==> src/rtl/gwsc_pkg.sv <==
`default_nettype none

package gwsc_pkg;

   localparam int WEEK_W  = 13;
   localparam int SEC_W   = 20;
   localparam int OFF_W   = 8;
   localparam int DOW_W   = 4;
   localparam int TOT_W   = 16;
   localparam int YEAR_W  = 8;
   localparam int MON_W   = 4;
   localparam int DAY_W   = 5;
   localparam int DOY_W   = 9;
   localparam int JD_W    = 10;
   localparam int HOUR_W  = 5;
   localparam int MIN_W   = 6;
   localparam int SECF_W  = 6;
   localparam int REMD_W  = 17;
   localparam int REMH_W  = 12;

   // depth of the split/date pipeline behind the subtract stage
   localparam int PIPE_DEPTH = 6;

   localparam logic [SEC_W-1:0]  SECS_DAY   = 20'd86400;
   localparam logic [REMD_W-1:0] SECS_HOUR  = 17'd3600;
   localparam logic [REMH_W-1:0] SECS_MIN   = 12'd60;
   localparam logic [TOT_W-1:0]  DAYS_YEAR  = 16'd365;
   localparam logic [JD_W-1:0]   DAYS_NORM  = 10'd365;
   localparam logic [JD_W-1:0]   DAYS_LEAP  = 10'd366;
   localparam logic [TOT_W-1:0]  START_OFF  = 16'd5;
   localparam logic [YEAR_W-1:0] BASE_YEAR  = 8'd80;
   localparam logic [YEAR_W-1:0] MAX_YEARS  = 8'd119;

   // reciprocals, rounded up: ceil(2^36/86400), ceil(2^28/3600),
   // ceil(2^18/60), ceil(2^25/365); exact over the value ranges used
   localparam logic [19:0] RECIP_DAY  = 20'd795365;
   localparam int          SH_DAY     = 36;
   localparam logic [16:0] RECIP_HOUR = 17'd74566;
   localparam int          SH_HOUR    = 28;
   localparam logic [12:0] RECIP_MIN  = 13'd4370;
   localparam int          SH_MIN     = 18;
   localparam logic [16:0] RECIP_YEAR = 17'd91930;
   localparam int          SH_YEAR    = 25;

   typedef struct packed {
      logic [HOUR_W-1:0] hour;
      logic [MIN_W-1:0]  minute;
      logic [SECF_W-1:0] second;
   } tod_type;

   typedef struct packed {
      logic              ok;
      logic [YEAR_W-1:0] year;
      logic [MON_W-1:0]  month;
      logic [DAY_W-1:0]  mday;
      logic [DOY_W-1:0]  yday;
   } date_type;

   // days before the start of month idx+1 (idx 0 is january)
   function automatic logic [DOY_W-1:0] cum_days(input logic leap,
                                                 input logic [MON_W-1:0] idx);
      logic [DOY_W-1:0] base;
      unique case (idx)
         4'd0:    base = 9'd0;
         4'd1:    base = 9'd31;
         4'd2:    base = 9'd59;
         4'd3:    base = 9'd90;
         4'd4:    base = 9'd120;
         4'd5:    base = 9'd151;
         4'd6:    base = 9'd181;
         4'd7:    base = 9'd212;
         4'd8:    base = 9'd243;
         4'd9:    base = 9'd273;
         4'd10:   base = 9'd304;
         4'd11:   base = 9'd334;
         4'd12:   base = 9'd365;
         default: base = 9'd0;
      endcase
      // leap years push everything from march on by one day
      if (leap && (idx >= 4'd2)) begin
         base = base + 9'd1;
      end
      return base;
   endfunction

endpackage

`default_nettype wire

==> src/rtl/gwsc_tod.sv <==
`default_nettype none

// splits seconds into day of week and time of day
module gwsc_tod (
   input  logic                          clock,
   input  logic [gwsc_pkg::SEC_W-1:0]    secs,
   output logic [gwsc_pkg::DOW_W-1:0]    dow,
   output gwsc_pkg::tod_type             tod
);

   logic [gwsc_pkg::SEC_W-1:0]    s1_ff;
   logic [gwsc_pkg::DOW_W-1:0]    dow_ff, dow_in;
   logic [gwsc_pkg::REMD_W-1:0]   remd_ff, remd_in, remd2_ff;
   logic [gwsc_pkg::HOUR_W-1:0]   hr_ff, hr_in, hr2_ff, hr3_ff;
   logic [gwsc_pkg::REMH_W-1:0]   remh_ff, remh_in, remh2_ff;
   logic [gwsc_pkg::MIN_W-1:0]    mn_ff, mn_in;
   logic [gwsc_pkg::SECF_W-1:0]   sc_in;
   gwsc_pkg::tod_type             tod_ff;

   logic [39:0] day_prod;
   logic [19:0] day_sub;
   logic [33:0] hr_prod;
   logic [16:0] hr_sub;
   logic [24:0] mn_prod;
   logic [11:0] sc_sub;

   always_comb begin
      day_prod = {20'd0, secs} * {20'd0, gwsc_pkg::RECIP_DAY};
      dow_in   = day_prod[gwsc_pkg::SH_DAY +: gwsc_pkg::DOW_W];

      day_sub  = s1_ff - ({16'd0, dow_ff} * gwsc_pkg::SECS_DAY);
      remd_in  = day_sub[gwsc_pkg::REMD_W-1:0];

      hr_prod  = {17'd0, remd_ff} * {17'd0, gwsc_pkg::RECIP_HOUR};
      hr_in    = hr_prod[gwsc_pkg::SH_HOUR +: gwsc_pkg::HOUR_W];

      hr_sub   = remd2_ff - ({12'd0, hr_ff} * gwsc_pkg::SECS_HOUR);
      remh_in  = hr_sub[gwsc_pkg::REMH_W-1:0];

      mn_prod  = {13'd0, remh_ff} * {12'd0, gwsc_pkg::RECIP_MIN};
      mn_in    = mn_prod[gwsc_pkg::SH_MIN +: gwsc_pkg::MIN_W];

      sc_sub   = remh2_ff - ({6'd0, mn_ff} * gwsc_pkg::SECS_MIN);
      sc_in    = sc_sub[gwsc_pkg::SECF_W-1:0];
   end

   always_ff @(posedge clock) begin
      s1_ff         <= secs;
      dow_ff        <= dow_in;
      remd_ff       <= remd_in;
      remd2_ff      <= remd_ff;
      hr_ff         <= hr_in;
      remh_ff       <= remh_in;
      hr2_ff        <= hr_ff;
      remh2_ff      <= remh_ff;
      mn_ff         <= mn_in;
      hr3_ff        <= hr2_ff;
      tod_ff.hour   <= hr3_ff;
      tod_ff.minute <= mn_ff;
      tod_ff.second <= sc_in;
   end

   assign dow = dow_ff;
   assign tod = tod_ff;

endmodule

`default_nettype wire

==> src/rtl/gwsc_date.sv <==
`default_nettype none

// day count since 1980 to year, day of year, month and day of month
module gwsc_date (
   input  logic                        clock,
   input  logic [gwsc_pkg::WEEK_W-1:0] week,
   input  logic [gwsc_pkg::DOW_W-1:0]  dow,
   output gwsc_pkg::date_type          date
);

   logic [gwsc_pkg::WEEK_W-1:0] week_ff;
   logic [gwsc_pkg::TOT_W-1:0]  tot_ff, tot_in, tot2_ff;
   logic [gwsc_pkg::YEAR_W-1:0] yr_ff, yr_in, yr2_ff, yr3_ff, yr_in3;
   logic [gwsc_pkg::JD_W-1:0]   jd_ff, jd_in;
   logic [gwsc_pkg::DOY_W-1:0]  doy_ff, doy_in;
   logic                        ok_ff, ok_in;
   gwsc_pkg::date_type          date_ff, date_in;

   logic [32:0]                 yr_prod;
   logic [gwsc_pkg::TOT_W-1:0]  yr_days, jd0;
   logic [8:0]                  lead_sum;
   logic [6:0]                  lead;
   logic                        nonpos, leap;
   logic [gwsc_pkg::YEAR_W-1:0] yr_dec;
   logic [gwsc_pkg::JD_W-1:0]   jd_adj, jd_fix;
   logic [gwsc_pkg::MON_W-1:0]  cnt, mon;
   logic [gwsc_pkg::DOY_W-1:0]  mday_full;

   always_comb begin
      // days since 1 jan 1980: gps epoch is the sixth
      tot_in   = {week_ff, 3'b000} - {3'd0, week_ff} + {12'd0, dow}
                 + gwsc_pkg::START_OFF;

      yr_prod  = {17'd0, tot_ff} * {16'd0, gwsc_pkg::RECIP_YEAR};
      yr_in    = yr_prod[gwsc_pkg::SH_YEAR +: gwsc_pkg::YEAR_W];

      // prior leap days, 1980 itself counts none
      yr_days  = {8'd0, yr_ff} * gwsc_pkg::DAYS_YEAR;
      jd0      = tot2_ff - yr_days;
      lead_sum = {1'b0, yr_ff} + 9'd3;
      lead     = lead_sum[8:2];
      jd_in    = {1'b0, jd0[8:0]} + 10'd1 - {3'd0, lead};

      // roll back into the previous year when the leap days overshoot
      nonpos   = jd_ff[gwsc_pkg::JD_W-1] || (jd_ff == '0);
      yr_dec   = yr2_ff - 8'd1;
      jd_adj   = jd_ff + ((yr_dec[1:0] != 2'b00) ? gwsc_pkg::DAYS_NORM
                                                 : gwsc_pkg::DAYS_LEAP);
      yr_in3   = nonpos ? yr_dec : yr2_ff;
      jd_fix   = nonpos ? jd_adj : jd_ff;
      ok_in    = (yr_in3 <= gwsc_pkg::MAX_YEARS) && !jd_fix[gwsc_pkg::JD_W-1]
                 && (jd_fix != '0);
      doy_in   = jd_fix[gwsc_pkg::DOY_W-1:0];

      // month by parallel compare against the cumulative table
      leap = (yr3_ff[1:0] == 2'b00);
      cnt  = '0;
      for (int k = 1; k < 12; k++) begin
         if (doy_ff > gwsc_pkg::cum_days(leap, 4'(k))) begin
            cnt = cnt + 4'd1;
         end
      end
      mon       = cnt + 4'd1;
      mday_full = doy_ff - gwsc_pkg::cum_days(leap, cnt);

      date_in.ok    = ok_ff;
      date_in.year  = yr3_ff + gwsc_pkg::BASE_YEAR;
      date_in.month = mon;
      date_in.mday  = mday_full[gwsc_pkg::DAY_W-1:0];
      date_in.yday  = doy_ff;
   end

   always_ff @(posedge clock) begin
      week_ff <= week;
      tot_ff  <= tot_in;
      tot2_ff <= tot_ff;
      yr_ff   <= yr_in;
      jd_ff   <= jd_in;
      yr2_ff  <= yr_ff;
      yr3_ff  <= yr_in3;
      doy_ff  <= doy_in;
      ok_ff   <= ok_in;
      date_ff <= date_in;
   end

   assign date = date_ff;

endmodule

`default_nettype wire

==> src/rtl/gps_week_seconds_to_calendar_top.sv <==
// gps week / week seconds to utc calendar date and time of day
//
// input channel: drive req_gps_week, req_week_seconds and req_leap_offset
// with start high; a beat is taken at a rising edge where start is high
// and busy is low. busy is only high while reset is asserted, so outside
// reset one beat can be taken on every clock edge.
// result channel: rsp_strobe is high for exactly one cycle per beat, with
// valid flag, year since 1900, month, day of month, day of year, hour,
// minute and second alongside. a result is invalid (all fields zero) when
// the offset exceeds the week seconds or the date lies past 2099.
// the result for a beat passes the input register, the subtract stage, the
// split/date pipeline and the result register; throughput is one beat per
// cycle outside reset, set by the fully pipelined constant dividers
// (reciprocal multiplies, one per stage) and the parallel month compare.
// reset (synchronous) clears the beat valid pipeline; no result follows
// for beats in flight. the receiver cannot stall: results are not held.
`default_nettype none

module gps_week_seconds_to_calendar_top (
   input  logic                          clock,
   input  logic                          reset,
   input  logic                          start,
   output logic                          busy,
   input  logic [gwsc_pkg::WEEK_W-1:0]   req_gps_week,
   input  logic [gwsc_pkg::SEC_W-1:0]    req_week_seconds,
   input  logic [gwsc_pkg::OFF_W-1:0]    req_leap_offset,
   output logic                          rsp_strobe,
   output logic                          rsp_valid_res,
   output logic [gwsc_pkg::YEAR_W-1:0]   rsp_year_since_1900,
   output logic [gwsc_pkg::MON_W-1:0]    rsp_month,
   output logic [gwsc_pkg::DAY_W-1:0]    rsp_day_of_month,
   output logic [gwsc_pkg::DOY_W-1:0]    rsp_day_of_year,
   output logic [gwsc_pkg::HOUR_W-1:0]   rsp_hour,
   output logic [gwsc_pkg::MIN_W-1:0]    rsp_minute,
   output logic [gwsc_pkg::SECF_W-1:0]   rsp_second
);

   // input register
   logic                        a_vld_ff;
   logic [gwsc_pkg::WEEK_W-1:0] a_week_ff;
   logic [gwsc_pkg::SEC_W-1:0]  a_secs_ff;
   logic [gwsc_pkg::OFF_W-1:0]  a_off_ff;

   // subtract stage
   logic                        b_vld_ff;
   logic                        b_neg_ff, b_neg_in;
   logic [gwsc_pkg::WEEK_W-1:0] b_week_ff;
   logic [gwsc_pkg::SEC_W-1:0]  b_secs_ff, b_secs_in;
   logic [gwsc_pkg::SEC_W:0]    diff;

   // beat valid and negative flag follow the split/date pipeline
   logic [gwsc_pkg::PIPE_DEPTH-1:0] vld_pipe_ff;
   logic [gwsc_pkg::PIPE_DEPTH-1:0] neg_pipe_ff;

   logic [gwsc_pkg::DOW_W-1:0]  dow;
   gwsc_pkg::tod_type           tod;
   gwsc_pkg::date_type          date;

   // result register
   logic                          strobe_ff;
   logic                          good_in;
   logic                          valid_ff;
   logic [gwsc_pkg::YEAR_W-1:0]   year_ff;
   logic [gwsc_pkg::MON_W-1:0]    month_ff;
   logic [gwsc_pkg::DAY_W-1:0]    mday_ff;
   logic [gwsc_pkg::DOY_W-1:0]    yday_ff;
   logic [gwsc_pkg::HOUR_W-1:0]   hour_ff;
   logic [gwsc_pkg::MIN_W-1:0]    minute_ff;
   logic [gwsc_pkg::SECF_W-1:0]   second_ff;

   assign busy = reset;

   // offset comes out of the week seconds only, no borrow from the week
   always_comb begin
      diff      = {1'b0, a_secs_ff} - {13'd0, a_off_ff};
      b_neg_in  = diff[gwsc_pkg::SEC_W];
      b_secs_in = diff[gwsc_pkg::SEC_W-1:0];
      good_in   = !neg_pipe_ff[gwsc_pkg::PIPE_DEPTH-1] && date.ok;
   end

   gwsc_tod u_tod (
      .clock (clock),
      .secs  (b_secs_ff),
      .dow   (dow),
      .tod   (tod)
   );

   gwsc_date u_date (
      .clock (clock),
      .week  (b_week_ff),
      .dow   (dow),
      .date  (date)
   );

   // control: valid pipeline, cleared by reset
   always_ff @(posedge clock) begin
      if (reset) begin
         a_vld_ff    <= 1'b0;
         b_vld_ff    <= 1'b0;
         vld_pipe_ff <= '0;
         strobe_ff   <= 1'b0;
      end else begin
         a_vld_ff    <= start && !busy;
         b_vld_ff    <= a_vld_ff;
         vld_pipe_ff <= {vld_pipe_ff[gwsc_pkg::PIPE_DEPTH-2:0], b_vld_ff};
         strobe_ff   <= vld_pipe_ff[gwsc_pkg::PIPE_DEPTH-1];
      end
   end

   // payload: no reset needed
   always_ff @(posedge clock) begin
      a_week_ff   <= req_gps_week;
      a_secs_ff   <= req_week_seconds;
      a_off_ff    <= req_leap_offset;
      b_neg_ff    <= b_neg_in;
      b_week_ff   <= a_week_ff;
      b_secs_ff   <= b_secs_in;
      neg_pipe_ff <= {neg_pipe_ff[gwsc_pkg::PIPE_DEPTH-2:0], b_neg_ff};
      // invalid results carry all-zero fields
      valid_ff    <= good_in;
      year_ff     <= good_in ? date.year   : '0;
      month_ff    <= good_in ? date.month  : '0;
      mday_ff     <= good_in ? date.mday   : '0;
      yday_ff     <= good_in ? date.yday   : '0;
      hour_ff     <= good_in ? tod.hour    : '0;
      minute_ff   <= good_in ? tod.minute  : '0;
      second_ff   <= good_in ? tod.second  : '0;
   end

   assign rsp_strobe          = strobe_ff;
   assign rsp_valid_res       = valid_ff;
   assign rsp_year_since_1900 = year_ff;
   assign rsp_month           = month_ff;
   assign rsp_day_of_month    = mday_ff;
   assign rsp_day_of_year     = yday_ff;
   assign rsp_hour            = hour_ff;
   assign rsp_minute          = minute_ff;
   assign rsp_second          = second_ff;

endmodule

`default_nettype wire

==> config.mk <==
export PLATFORM = sky130hd
export DESIGN_NAME = gps_week_seconds_to_calendar_top
export DESIGN_NICKNAME = d
export VERILOG_FILES = /design/src/rtl/gwsc_pkg.sv /design/src/rtl/gwsc_tod.sv /design/src/rtl/gwsc_date.sv /design/src/rtl/gps_week_seconds_to_calendar_top.sv
export SDC_FILE = /design/constraint.sdc
export NUM_CORES = 1
export LEC_CHECK = 0
export BUFFER_PORTS_ARGS = -buffer_cell sky130_fd_sc_hd__buf_2
export CAP_MARGIN = 30
export CORE_MARGIN = 4
export CORE_UTILIZATION = 45
export DETAILED_ROUTE_END_ITERATION = 16
export SYNTH_ARGS = -nofsm -noshare
export SYNTH_HDL_FRONTEND = slang
export SYNTH_SLANG_ARGS = --single-unit
==> constraint.sdc <==
create_clock -name clock -period 14.5 [get_ports clock]
set_clock_uncertainty 0.1 [all_clocks]
set_input_delay 2.175 -clock clock [delete_from_list [all_inputs] [get_ports clock]]
set_output_delay 2.175 -clock clock [all_outputs]
set_load 0.01 [all_outputs]
==> results.md <==
* Worst-Margin Slew at 0.842 ns
* Worst path max stage delay at roughly 0.48 ns
* Netlist cell types at 74
* Cts hold-fix bufs at 0
* Post-synth EDFFs at 0
* Commonest cells after routing, fill and taps aside: ha_1 (726), inv_1 (487), dfxtp_1 (349)
* PortBufs at 89
* Mapped Avg Cell Area at ~11 µm²
* Vias in the first global route at 18400
* Status: complete, no violations
* Htree depth at 2
* Clock latency on the worst-skew pair at around 0.58 ns
* WL/cell at ~14 µm
* Slowest stage cell, crit path: mux2i_1
* CTS root buf: clkbuf_16
* Sequential area share after synthesis at 0.247
* Hold path startpoint: u_tod.s1_ff[5]$_DFF_P_
* Post-synth ARST share at 0
* CP required at between 10 and 15 ns
* Commonest non-fill, non-tap cell in the layout: ha_1
* CTS Sinks at roughly 350
* RSZ-0062 raised after global routing: false
* Final #Nets at 3711
* Final Hold Viols at 0
* Synth warnings at 0
* Die width at ~260 µm
* CTS tree: yes
* Max cap viols at 0
* Fillers at approximately 5700
* Drc violations at 0
* FMAX at 91.0 MHz
* Syn Nets at between 3000 and 4000
* RD Place Congestion at around 0.82
* Layout area overhead at 10.0%
* Fin crit period at around 11 ns
* Vias/cell at approximately 4.8
* Std cell rows at a little over 90
* Total wire length at around 50000 µm
* Crit path from: u_date.yr3_ff[1]$_DFF_P_
* # diodes at 0
* Total grt overflow at 0
* Global-route wire length before repair at ~87000 µm
* CP Class: reg -> reg
* Gate Count Post-Synth at 2548
* Crit. End Element: flop
* Initial core utilization at 0.457
* Slew Limit Headroom at 0.438
* CP most frequent cell: ha_1
* CTS Buf Count at 40
* Dominant synthesized flop cell: dfxtp_1
* Worst-path maximum fanout at 8
* Bufs on Longest Clock Path at 3
* Initial antenna violation count at 0
* Slew Limit Fails at 0
* Fin Setup TNS at 0 ns
* IO Count at 90
* Post-CTS Setup Bufs at 0
* Layout cells sized above 1 at 0.0727
* Worst Path Arrival at around 11 ns
* Drt first-iter violations at between 400 and 500
* Antenna violation net count after detailed routing at 0
* All-layer global routing usage at 0.157
* Mapped Area at 0.0283 mm²
* Setup violators final at 0
* Post-CTS sizing at 0
* Area of the die at around 0.067 mm²
* Type of the most critical hold path: reg -> reg
* CP Launch Type: flop
* Register bit count reported by yosys at 349
* Largest net degree at the start of global routing at 45
* Clock-pin slew on the worst setup and hold paths at approximately 0.070 ns
* DIE HEIGHT at 259 µm
* Initial DRT Pass Iterations at 4
* Reg2reg start: u_date.yr3_ff[1]$_DFF_P_
* DP HPWL at ~40000 µm
* Placeable Area at 0.0619 mm²
* Vias at between 15000 and 20000
* Period Utilization, post-route at 0.757
-- per-layer routing --
layer | track usage | vias up | share of wire
li1 | - | 8588 | -
met1 | 0.203 | 8156 | 0.46
met2 | 0.278 | 188 | 0.49
met3 | 0.0234 | 74 | 0.032
met4 | 0.0358 | 0 | 0.020
met5 | 0 | - | 0
-- area by class of cell --
class | count | area, µm² | share of cell area
timing repair buffer | 91 | 460 | 0.0148
inverter | 488 | 1830 | 0.0588
sequential | 349 | 6990 | 0.224
clock inverter | 24 | 332 | 0.0106
clock buffer | 47 | 1070 | 0.0343
tap | 837 | 1050 | 0.0336
multi-input combinational | 1697 | 19400 | 0.624
-- final timing paths --
kind,end,slack [ns],cells after the start
max,u_date.date[13]$_DFF_P_,3.52,49
min,u_tod.remd_ff[5]$_DFF_P_,0.22,0
max reg2reg,u_date.date[13]$_DFF_P_,3.52,49
min reg2reg,u_tod.remd_ff[5]$_DFF_P_,0.22,0
-- synthesized netlist by cell type (21+ instances only) --
master    count  area share
nand2b_1     21      0.0046
dfxtp_1     349        0.25
ha_1        726        0.32
and2_1       50       0.011
xor2_1       58       0.018
xnor2_1     103       0.032
nor2_1       62      0.0082
fa_1        274        0.19
nand2_1      32      0.0042
o21ai_0      39      0.0069
inv_1       487       0.065
a21oi_1      62       0.011
nor2b_1      26      0.0057
nor3_1       23      0.0041
a21o_1       52       0.014
-- flip-flops by register name (all words and copies together), names as in the netlist, 9 cells and up --
register         cells
u_date.date         27
a_secs_ff           20
b_secs_ff           20
u_tod.remd_ff       17
u_tod.s1_ff         17
u_tod.tod           17
u_date.tot_ff       16
a_week_ff           13
b_week_ff           13
u_date.week_ff      13
u_tod.remd2_ff      12
u_tod.remh_ff       12
u_date.jd_ff        10
rsp_day_of_year      9
u_date.doy_ff        9
u_date.tot2_ff       9
-- through the flow --
step	cells	setup WS, ns	utilization	hold WS [ns]	cell area, µm²
floorplan	2548	4.94	-	0.210	28300
global placement	3462	3.90	0.480	0.210	29800
detailed placement	3462	3.52	0.480	0.212	29800
CTS	3533	3.47	0.503	0.218	31200
global route	3533	2.63	0.503	0.210	31200
finish	3533	3.52	0.503	0.218	31200
-- critical path, delay by kind of cell (launching register included) --
family,cells,cell delay [ns]
adder cells (fa/ha/maj),13,3.97
AO/OA/AOI/OAI,13,2.60
AND/OR/NAND/NOR,9,1.09
multiplexers,3,1.05
XOR/XNOR,5,0.97
buffers and inverters,6,0.75
flip-flops,1,0.35
-- kinds of logic (layout without fill, tap and decap cells) --
| kind of cell | after synthesis | in the layout | synth area share |
|---|---|---|---|
| adders and majority gates | 1000 | 1000 | 0.515 |
| buffers and inverters | 502 | 650 | 0.0672 |
| DFF | 349 | 349 | 0.247 |
| and+or+nand+nor | 271 | 271 | 0.0523 |
| AOI/OAI and AO/OA | 242 | 242 | 0.0582 |
| xor gates and xnor gates | 170 | 170 | 0.0557 |
| muxes | 14 | 14 | 0.00535 |
Power is left out: the tool's default activity adds up to more than one toggle a clock period on the data nets, which glitch-free logic cannot reach.
